## config.mk

```make
export PLATFORM = sky130hd
export DESIGN_NAME = ipv4_port_drop_filter_unit
export DESIGN_NICKNAME = d
export VERILOG_FILES = /design/src/rtl/core/ipdf_pkg.sv /design/src/rtl/core/ipdf_skid.sv /design/src/rtl/core/ipv4_port_drop_filter_unit.sv
export SDC_FILE = /design/constraint.sdc
export NUM_CORES = 1
export LEC_CHECK = 0
export BUFFER_PORTS_ARGS = -buffer_cell sky130_fd_sc_hd__buf_2
export CAP_MARGIN = 15
export CORE_ASPECT_RATIO = 1.1
export CORE_UTILIZATION = 35
export DETAILED_ROUTE_END_ITERATION = 8
export HOLD_SLACK_MARGIN = 0.12
export PLACE_DENSITY = 0.49
export SLEW_MARGIN = 20
export SYNTH_ARGS = -nofsm -noshare
export SYNTH_HDL_FRONTEND = slang
export SYNTH_HIERARCHICAL = 1
export SYNTH_SLANG_ARGS = --single-unit
```

## constraint.sdc

```tcl
create_clock -name i_clk -period 15.2 [get_ports i_clk]
set_input_delay 4.56 -clock i_clk [delete_from_list [all_inputs] [get_ports i_clk]]
set_output_delay 4.56 -clock i_clk [all_outputs]
set_load 0.03 [all_outputs]
```

## src/rtl/core/ipdf_pkg.sv

```systemverilog
// Package for the IPv4 port drop filter: payload types, codes and constants.
package ipdf_pkg;

    localparam int COUNTER_WIDTH_DEF  = 32;
    localparam int POSITION_WIDTH_DEF = 16;

    localparam int CFG_INDEX_WIDTH = 8;
    localparam int PORT_WIDTH      = 16;
    localparam int COUNT_OUT_WIDTH = 32;

    localparam logic [CFG_INDEX_WIDTH-1:0] CFG_TCP_DROP_PORT = 8'd0;
    localparam logic [CFG_INDEX_WIDTH-1:0] CFG_UDP_DROP_PORT = 8'd1;

    localparam logic [PORT_WIDTH-1:0] TCP_DROP_PORT_RESET = 16'd23;
    localparam logic [PORT_WIDTH-1:0] UDP_DROP_PORT_RESET = 16'd0;

    localparam logic [7:0] PROTO_TCP    = 8'd6;
    localparam logic [7:0] PROTO_UDP    = 8'd17;
    localparam logic [3:0] IP_VERSION_4 = 4'd4;

    localparam logic [PORT_WIDTH-1:0] PORT_TELNET     = 16'd23;
    localparam logic [PORT_WIDTH-1:0] PORT_TELNET_ALT = 16'd2323;
    localparam logic [PORT_WIDTH-1:0] PORT_SSDP       = 16'd1900;

    // The last transport header byte sits at four times the header length plus these.
    localparam logic [6:0] TCP_HDR_LAST = 7'd19;
    localparam logic [6:0] UDP_HDR_LAST = 7'd7;
    localparam int         PROTO_OFFSET = 9;

    localparam logic [2:0] REASON_NONE     = 3'd0;
    localparam logic [2:0] REASON_TCP23    = 3'd1;
    localparam logic [2:0] REASON_TCP2323  = 3'd2;
    localparam logic [2:0] REASON_UDP1900  = 3'd3;
    localparam logic [2:0] REASON_TCP_REG  = 3'd4;
    localparam logic [2:0] REASON_UDP_REG  = 3'd5;

    typedef struct packed {
        logic [7:0] packet_byte;
        logic       last_byte;
    } t_in_item;

    typedef struct packed {
        logic                       verdict;
        logic [2:0]                 reason;
        logic [COUNT_OUT_WIDTH-1:0] packets_seen;
        logic [COUNT_OUT_WIDTH-1:0] packets_dropped;
    } t_out_item;

endpackage

```

## src/rtl/core/ipdf_skid.sv

```systemverilog
// Output register with a skid stage for the verdict channel.
module ipdf_skid (
    input  logic               i_clk,
    input  logic               i_rst_n,
    input  logic               i_valid,
    input  ipdf_pkg::t_out_item i_data,
    output logic               o_ready,
    output logic               o_valid,
    output ipdf_pkg::t_out_item o_data,
    input  logic               i_ready
);
    import ipdf_pkg::*;

    logic      r_out_valid;
    logic      r_skid_valid;
    t_out_item r_out;
    t_out_item r_skid;
    logic      n_out_valid;
    logic      n_skid_valid;
    t_out_item n_out;
    t_out_item n_skid;

    assign o_ready = !r_skid_valid;
    assign o_valid = r_out_valid;
    assign o_data  = r_out;

    always_comb begin
        n_out_valid  = r_out_valid;
        n_skid_valid = r_skid_valid;
        n_out        = r_out;
        n_skid       = r_skid;
        if (!r_out_valid || i_ready) begin
            if (r_skid_valid) begin
                n_out_valid  = 1'b1;
                n_out        = r_skid;
                n_skid_valid = 1'b0;
            end else begin
                n_out_valid = i_valid;
                n_out       = i_data;
            end
        end else if (i_valid && !r_skid_valid) begin
            n_skid_valid = 1'b1;
            n_skid       = i_data;
        end
    end

    always_ff @(posedge i_clk) begin
        r_out  <= n_out;
        r_skid <= n_skid;
        if (!i_rst_n) begin
            r_out_valid  <= 1'b0;
            r_skid_valid <= 1'b0;
        end else begin
            r_out_valid  <= n_out_valid;
            r_skid_valid <= n_skid_valid;
        end
    end

endmodule

```

## src/rtl/core/ipv4_port_drop_filter_unit.sv

```systemverilog
// Top level of the IPv4 destination port drop filter.
//
//  Channel  Direction  Handshake                   Payload
//  in       sink       i_in_valid / o_in_ready     i_in_data (packet byte, last mark)
//  out      source     o_out_valid / i_out_ready   o_out_data (verdict, reason, counters)
//  cfg      sink       i_cfg_valid / o_cfg_ready   i_cfg_index, i_cfg_data
//
// One byte is taken per cycle unless the skid stage is full; a packet's verdict is
// registered from its last byte. The header parse and the rule match are combinational,
// between the packet state registers and the output register.
// Reset sets the drop ports to their reset values and clears the packet state and counters.
// A stalled output holds one verdict in a skid stage; input stalls only when it is full.
module ipv4_port_drop_filter_unit #(
    parameter int COUNTER_WIDTH  = ipdf_pkg::COUNTER_WIDTH_DEF,
    parameter int POSITION_WIDTH = ipdf_pkg::POSITION_WIDTH_DEF
) (
    input  logic                                   i_clk,
    input  logic                                   i_rst_n,
    input  logic                                   i_in_valid,
    output logic                                   o_in_ready,
    input  ipdf_pkg::t_in_item                     i_in_data,
    output logic                                   o_out_valid,
    input  logic                                   i_out_ready,
    output ipdf_pkg::t_out_item                    o_out_data,
    input  logic                                   i_cfg_valid,
    output logic                                   o_cfg_ready,
    input  logic [ipdf_pkg::CFG_INDEX_WIDTH-1:0]   i_cfg_index,
    input  logic [ipdf_pkg::PORT_WIDTH-1:0]        i_cfg_data
);
    import ipdf_pkg::*;

    localparam logic [POSITION_WIDTH-1:0] POS_MAX = {POSITION_WIDTH{1'b1}};

    logic [PORT_WIDTH-1:0]     r_tcp_port;
    logic [PORT_WIDTH-1:0]     r_udp_port;
    logic [POSITION_WIDTH-1:0] r_pos;
    logic [3:0]                r_hw;
    logic                      r_ipv4;
    logic [7:0]                r_proto;
    logic [PORT_WIDTH-1:0]     r_port;
    logic [COUNTER_WIDTH-1:0]  r_seen;
    logic [COUNTER_WIDTH-1:0]  r_dropped;

    logic [COUNTER_WIDTH-1:0]  n_seen;
    logic [COUNTER_WIDTH-1:0]  n_dropped;

    logic                      w_accept;
    logic                      w_last;
    logic [7:0]                w_byte;
    logic                      w_at0;
    logic                      w_ipv4;
    logic [3:0]                w_hw;
    logic [7:0]                w_proto;
    logic [POSITION_WIDTH-1:0] w_port_hi_pos;
    logic [POSITION_WIDTH-1:0] w_port_lo_pos;
    logic [PORT_WIDTH-1:0]     w_port;
    logic [6:0]                w_need_last;
    logic                      w_is_tcp;
    logic                      w_is_udp;
    logic                      w_long;
    logic [2:0]                w_reason;
    logic                      w_drop;
    logic                      w_skid_ready;
    logic [COUNTER_WIDTH+COUNT_OUT_WIDTH-1:0] w_seen_ext;
    logic [COUNTER_WIDTH+COUNT_OUT_WIDTH-1:0] w_dropped_ext;
    t_out_item                 w_result;

    assign o_cfg_ready = 1'b1;
    assign o_in_ready  = w_skid_ready;
    assign w_accept    = i_in_valid && w_skid_ready;
    assign w_last      = i_in_data.last_byte;
    assign w_byte      = i_in_data.packet_byte;

    assign w_at0   = (r_pos == '0);
    assign w_ipv4  = w_at0 ? (w_byte[7:4] == IP_VERSION_4) : r_ipv4;
    assign w_hw    = w_at0 ? w_byte[3:0] : r_hw;
    assign w_proto = (r_pos == POSITION_WIDTH'(PROTO_OFFSET)) ? w_byte : r_proto;

    assign w_port_hi_pos = POSITION_WIDTH'({w_hw, 2'b10});
    assign w_port_lo_pos = POSITION_WIDTH'({w_hw, 2'b11});
    assign w_port[15:8]  = (r_pos == w_port_hi_pos) ? w_byte : r_port[15:8];
    assign w_port[7:0]   = (r_pos == w_port_lo_pos) ? w_byte : r_port[7:0];

    assign w_is_tcp    = (w_proto == PROTO_TCP);
    assign w_is_udp    = (w_proto == PROTO_UDP);
    assign w_need_last = {1'b0, w_hw, 2'b00} + (w_is_tcp ? TCP_HDR_LAST : UDP_HDR_LAST);
    assign w_long      = (r_pos >= POSITION_WIDTH'(w_need_last));

    always_comb begin
        w_reason = REASON_NONE;
        if (w_ipv4 && w_long) begin
            if (w_is_tcp && w_port == PORT_TELNET) begin
                w_reason = REASON_TCP23;
            end else if (w_is_tcp && w_port == PORT_TELNET_ALT) begin
                w_reason = REASON_TCP2323;
            end else if (w_is_udp && w_port == PORT_SSDP) begin
                w_reason = REASON_UDP1900;
            end else if (w_is_tcp && r_tcp_port != '0 && w_port == r_tcp_port) begin
                w_reason = REASON_TCP_REG;
            end else if (w_is_udp && r_udp_port != '0 && w_port == r_udp_port) begin
                w_reason = REASON_UDP_REG;
            end
        end
    end

    assign w_drop    = (w_reason != REASON_NONE);
    assign n_seen    = w_ipv4 ? r_seen + COUNTER_WIDTH'(1) : r_seen;
    assign n_dropped = w_drop ? r_dropped + COUNTER_WIDTH'(1) : r_dropped;

    assign w_seen_ext    = {{COUNT_OUT_WIDTH{1'b0}}, n_seen};
    assign w_dropped_ext = {{COUNT_OUT_WIDTH{1'b0}}, n_dropped};

    always_comb begin
        w_result.verdict         = w_drop;
        w_result.reason          = w_reason;
        w_result.packets_seen    = w_seen_ext[COUNT_OUT_WIDTH-1:0];
        w_result.packets_dropped = w_dropped_ext[COUNT_OUT_WIDTH-1:0];
    end

    always_ff @(posedge i_clk) begin
        if (!i_rst_n) begin
            r_tcp_port <= TCP_DROP_PORT_RESET;
            r_udp_port <= UDP_DROP_PORT_RESET;
        end else if (i_cfg_valid) begin
            case (i_cfg_index)
                CFG_TCP_DROP_PORT: r_tcp_port <= i_cfg_data;
                CFG_UDP_DROP_PORT: r_udp_port <= i_cfg_data;
                default: ;
            endcase
        end
    end

    always_ff @(posedge i_clk) begin
        if (!i_rst_n) begin
            r_pos     <= '0;
            r_hw      <= '0;
            r_ipv4    <= 1'b0;
            r_proto   <= '0;
            r_port    <= '0;
            r_seen    <= '0;
            r_dropped <= '0;
        end else if (w_accept) begin
            if (w_last) begin
                r_pos     <= '0;
                r_hw      <= '0;
                r_ipv4    <= 1'b0;
                r_proto   <= '0;
                r_port    <= '0;
                r_seen    <= n_seen;
                r_dropped <= n_dropped;
            end else begin
                r_pos   <= (r_pos == POS_MAX) ? r_pos : r_pos + POSITION_WIDTH'(1);
                r_hw    <= w_hw;
                r_ipv4  <= w_ipv4;
                r_proto <= w_proto;
                r_port  <= w_port;
            end
        end
    end

    ipdf_skid u_skid (
        .i_clk   (i_clk),
        .i_rst_n (i_rst_n),
        .i_valid (w_accept && w_last),
        .i_data  (w_result),
        .o_ready (w_skid_ready),
        .o_valid (o_out_valid),
        .o_data  (o_out_data),
        .i_ready (i_out_ready)
    );

    a_verdict_reason: assert property (@(posedge i_clk) disable iff (!i_rst_n)
        o_out_valid |-> (o_out_data.verdict == (o_out_data.reason != REASON_NONE)))
        else $error("verdict and reason disagree");

    a_mid_packet_counts: assert property (@(posedge i_clk) disable iff (!i_rst_n)
        (w_accept && !w_last) |=> (r_seen == $past(r_seen) && r_dropped == $past(r_dropped)))
        else $error("counters moved on a byte that is not the last");

    a_drop_is_seen: assert property (@(posedge i_clk) disable iff (!i_rst_n)
        ($past(i_rst_n) && r_dropped != $past(r_dropped)) |-> (r_seen != $past(r_seen)))
        else $error("drop counted without the packet being counted as seen");

    a_stall_has_output: assert property (@(posedge i_clk) disable iff (!i_rst_n)
        !o_in_ready |-> o_out_valid)
        else $error("input stalled with no verdict waiting");

endmodule
```

; ---- Yosys cells after proc, flatten, opt, wreduce, memory -nomap -nowiden
; Cells that the tools add are included.
[op_classes]
add_sub_neg = 4
magnitude_cmp = 1
eq_ne = 14
muxes = 22
bitwise_logic = 2
n_reduce_logical = 25
[op_table]
columns = cell, n
row1 = 68-bit two-way mux, 1
row2 = 32-bit by 1-bit adder with 32-bit output (second input constant), 2
row3 = 32-bit two-way mux, 2
row4 = 16-bit two-way mux, 3
row5 = 16-bit == test, 2
row6 = 16-bit by 6-bit == test with 1-bit output, 2
row7 = 8-bit two-way mux, 4
row8 = 16-bit nonzero test, 2
row9 = 3-bit two-way mux, 6
row10 = 16-bit by 1-bit adder with 16-bit output (second input constant), 1
row11 = 16-bit by 11-bit == test with 1-bit output (second input constant), 1
row12 = 16-bit by 12-bit == test with 1-bit output (second input constant), 1
row13 = 16-bit == test (second input constant), 1
row14 = 16-bit by 4-bit == test with 1-bit output (second input constant), 1
row15 = 16-bit by 5-bit == test with 1-bit output (second input constant), 1
row16 = 16-bit by 7-bit greater-or-equal comparator with 1-bit output, 1
row17 = 16-bit logical NOT, 1
row18 = 1-bit logical AND, 11
row19 = 2-bit AND reduction, 5
row20 = 8-bit by 1-bit == test with 1-bit output (second input constant), 1
row21 = 8-bit by 3-bit == test with 1-bit output (second input constant), 1
row22 = 8-bit by 5-bit == test with 1-bit output (second input constant), 1
row23 = 8-bit logical NOT, 1
row24 = 4-bit two-way mux, 2
row25 = other kinds (10), 14
[word_totals]
regBits = 279
inputBits = 38
out_inout_bits = 71

; ---- Longest topological paths before layout
[depth]
word_depth = 15
ltp_mapped = 20
ltp_nobuf = 19

; ---- By module
; The synthesis kept the hierarchy.
[by_module_without_submodules]
columns = mod, n_inst, cells_per_inst, area_per_inst_um2, seq_area_each_um2
row1 = ipv4_port_drop_filter_unit, 1, 1112, 9168.8, 2822.7
row2 = ipdf_skid, 1, 220, 5336.4, 4124.0

; ---- Worst setup path after synthesis
; No wires, ideal clock.
[synth_path]
kind = input-to-reg
from = input i_out_ready
to = register u_skid/r_skid[0] (netlist bit) (enable)
setup_time_ps = 592
t_arrival_ps = 11352
required_ps = 14608
setup_slack_ps = 3256
cell_stages = 2
cell_sequence = nand2b_1 nor3b_1
[synth_via]
elab_chain_len = 3
[synth_lines]
columns = element, line_no
row1 = "start, declared", ipv4_port_drop_filter_unit.sv:23  ; input logic i_out_ready,
row2 = 1-bit logical OR, ipdf_skid.sv:32  ; if (!r_out_valid || i_ready) begin
row3 = 1-bit inverter (no source line), -
row4 = 2-bit AND reduction (no source line), -
row5 = "end signal, assigned", ipdf_skid.sv:49  ; r_skid <= n_skid;
row6 = "end, declared", ipdf_skid.sv:17  ; t_out_item r_skid;
; No other way between the ends.
; A chain may end at the register's enable or synchronous reset.

; ---- Worst setup path after layout
[layout_path]
from = input i_in_data[1] (netlist bit)
to = register u_skid.r_out, in the netlist u_skid/o_data[1] (data pin)
[layout_via]
elab_chain_len = 14
elab_cells_between_ends = 33
classes_between = add/sub: 1 / order compare: 1 / eq/ne: 9 / mux: 13 / reduce/logical: 9
[layout_lines]
columns = element, line_no
row1 = "start, declared", ipv4_port_drop_filter_unit.sv:21  ; input ipdf_pkg::t_in_item i_in_data,
row2 = branches (longest 10 deep; another with 16-bit by 7-bit greater-or-equal comparator with 1-bit output), -
row3 = 3-bit two-way mux *, ipv4_port_drop_filter_unit.sv:91  ; if (w_ipv4 && w_long) begin
row4 = 3-bit nonzero test *, ipv4_port_drop_filter_unit.sv:106  ; assign w_drop = (w_reason != REASON_NONE);
row5 = 32-bit two-way mux *, ipv4_port_drop_filter_unit.sv:108  ; assign n_dropped = w_drop ? r_dropped + COUNTER_WIDTH'(1) : r_dropped;
row6 = net n_dropped[1], ipv4_port_drop_filter_unit.sv:45  ; logic [COUNTER_WIDTH-1:0] n_dropped;
row7 = 68-bit two-way mux *, ipdf_skid.sv:33  ; if (r_skid_valid) begin
row8 = "end signal, assigned", ipdf_skid.sv:48  ; r_out <= n_out;
row9 = "end, declared", ipdf_skid.sv:16  ; t_out_item r_out;
; Mark *: on every way through the listed nets, which the timed path passes.

==> reports/metrics.csv <==
metric,value,unit
status,"finished, final reports clean",
clock_path_buffers,3,
ys_seq_area_share,47.9,%
met2_usage,27.7,%
grt_max_degree,74,
grt_first_pass_wirelength,57600,µm
worst_pin_slew,1120,ps
path_class,primary input to flop,
timing.fmax,114,MHz
gp_congestion,0.903,
post-route-drc-count,0,
pre_cts_slack,5920,ps
synth_area,0.0145,mm²
drtIter0Drc,550,
synth_area_leaders,"edfxtp_1, dfxtp_1, mux2_4",
power_leakage,6.25,nW
hold_violations,0,
nNetsFinal,1471,
antenna_cells,0,
synth_top_area_share,28.2,%
ys.flop_type,dfxtp_1,
syn_inst,1332,
ys_seq_elements,279,
synth_top_cell_by_area,edfxtp_1,
cts_tree,done,
synth_edf_count,136,
start_util,35.8,%
clockRootBuffer,clkbuf_16,
crit_required,15510,ps
port_buffers,107,
min_from,r_dropped[17],
finClkSkew,9.07,ps
cpPeakStageDelay,760,ps
area_delta_synth_final,13.1,%
die_w,196,µm
drv_slew,0,
cp-start-kind,primary input,
synthArstFlopShare,0,%
first_pass_iters,4,
nFillCells,3955,
ys_types,78,
first_global_vias,9991,
htreeDepth,1,
cpMaxStageDelayCell,a2111oi_4,
busiest_layer,met2,
synthTopCellsByCount,"dfxtp_1, edfxtp_1, nand2_1",
clk_pin_slew,60,ps
worstSkewPairLatency,570,ps
setup_slack,6420,ps
cap_viol_max_count,0,
final_cell_count_no_fill,1997,
fin_crit_sh,57.8,%
hpwl,24900,µm
ir_drop,0.0529,mV
die_y,216,µm
core_area,0.0406,mm²
post_drt_wl_per_cell,18.3,µm
cp.arrival,9090,ps
power_density,95.8,mW/mm²
synth_nets,1384,
setup_viol,0,
drive_above_1_share,18.1,%
synth.avg_cell_area,10.9,µm²
crit_path_end_kind,flop,
rows,77,
drt-total-wl,36500,µm
min_path_type,flop to flop,
setup-tns-final,0,ps
cts_hold_buf,0,
maxSlewHeadroom,25.2,%
via_per_inst,5.16,
post_cts_resized,0,
cts_setup_buffers,0,
io-pin-count,109,
grt_setup_unrepaired,false,
timing.final.crit_period,8780,ps
antenna_found_initial,0,
timing.rr.start,r_pos[0],
met3_usage,2.45,%
synthMostInstantiatedCell,dfxtp_1,
dieArea,0.0423,mm²
ant_nets,0,
via_count,10300,
overflow,0,
post-place-cells,1939,
cts_sinks,279,
track_usage,17.1,%
critPathLaunch,i_in_data[1],
cp_max_fo,34,
crit_path_cell_trace,"buf_2, clkinv_1, a2111oi_4, o2111a_1, mux2i_1, o2bb2ai_1, nor4_1, nand4_1, a31oi_2, buf_4, mux2_2, mux2_4",
yosysWarnings,6,
grt_use_met1,23.1,%
cts_buffers,31,
path summary, 6_finish.rpt:
path                           end  slack, ps  cells after the start
hold reg to reg      r_dropped[17]        500                      2
hold / removal       r_dropped[17]        500                      2
setup reg to reg  u_skid/o_data[1]       9900                     19
setup / recovery  u_skid/o_data[1]       6420                     12
cell usage in the layout (no fill, tap or decap), types with 8 or more instances in the layout:
cell type and count:
clkbuf_1 8, and4_1 12, inv_1 53, clkinv_1 9, o21a_1 24, ha_1 14, and2_1 34, a22oi_1 29
and3b_1 10, nor3_1 23, o2111ai_1 8, a21boi_0 13, buf_4 16, nor2b_1 70, and3_1 33, edfxtp_1 136
o22ai_1 11, nand4_1 31, nand3_1 36, a21o_1 9, xnor2_1 80, dfxtp_1 142, or3_1 12, nand2_1 87
a21oi_1 25, nor4_1 23, buf_2 106, clkbuf_16 31, a31oi_1 10, a21boi_1 15, mux2_4 67, o21ai_0 18
xor2_1 37, nor2_1 60, mux2i_1 51
metrics by stage:
stage	hold WS [ps]	util (%)	total power, mW	cell area (µm²)
after floorplan	467	-	0.870	14500
after global placement	485	38.2	0.898	15500
after detailed placement	499	38.2	0.898	15500
after CTS	509	40.4	1.60	16400
after global routing	524	40.5	1.64	16400
final	504	40.5	1.57	16400
state kept, by name, summed over array words and instances, names as in the netlist, 16 cells and up:
register and cells:
r_dropped 32, r_port 16, r_pos 16, r_seen 32
r_tcp_port 16, r_udp_port 16, u_skid/o_data 68, u_skid/r_skid 68
where the power goes:
part | switching, mW | leakage (nW) | internal, mW
Combinational | 0.0576 | 3.29 | 0.0243
Sequential | 0.00492 | 2.50 | 0.794
Clock | 0.302 | 0.454 | 0.388
worst max-delay path, delay by kind of cell:
kind / cells / cell delay [ps]
compound gates: 4 / 1750
buf+inv: 3 / 1080
mux: 3 / 1070
simple gates: 2 / 610
layer usage:
metal | vias up | wire [µm]
met5 | - | 0
met3 | 79 | 1480
met1 | 4959 | 16900
met4 | 0 | 1200
li1 | 5020 | -
met2 | 252 | 16900
logic make-up (layout without fill, tap and decap cells):
logic type / Yosys count / in the layout / share of synthesized area, %
XOR/XNOR: 117 / 117 / 7.06
buffers and inverters: 122 / 234 / 4.20
multiplexers: 124 / 124 / 10.9
AO/OA/AOI/OAI: 208 / 208 / 10.6
adder cells (fa/ha/maj): 14 / 14 / 1.21
other: 1 / 1 / 0.0259
flip-flops: 279 / 279 / 47.9
AND/OR/NAND/NOR: 467 / 467 / 18.1
final cells by class:
class / count / area [µm²] / share of cell area, %
clock inverter: 16 / 80.1 / 0.488
inverter: 54 / 203 / 1.24
multi-input combinational: 931 / 6980 / 42.6
tap: 553 / 692 / 4.22
timing repair buffer: 122 / 651 / 3.97
clock buffer: 42 / 847 / 5.16
sequential: 279 / 6950 / 42.4
Power figures use the tool's default switching activity.
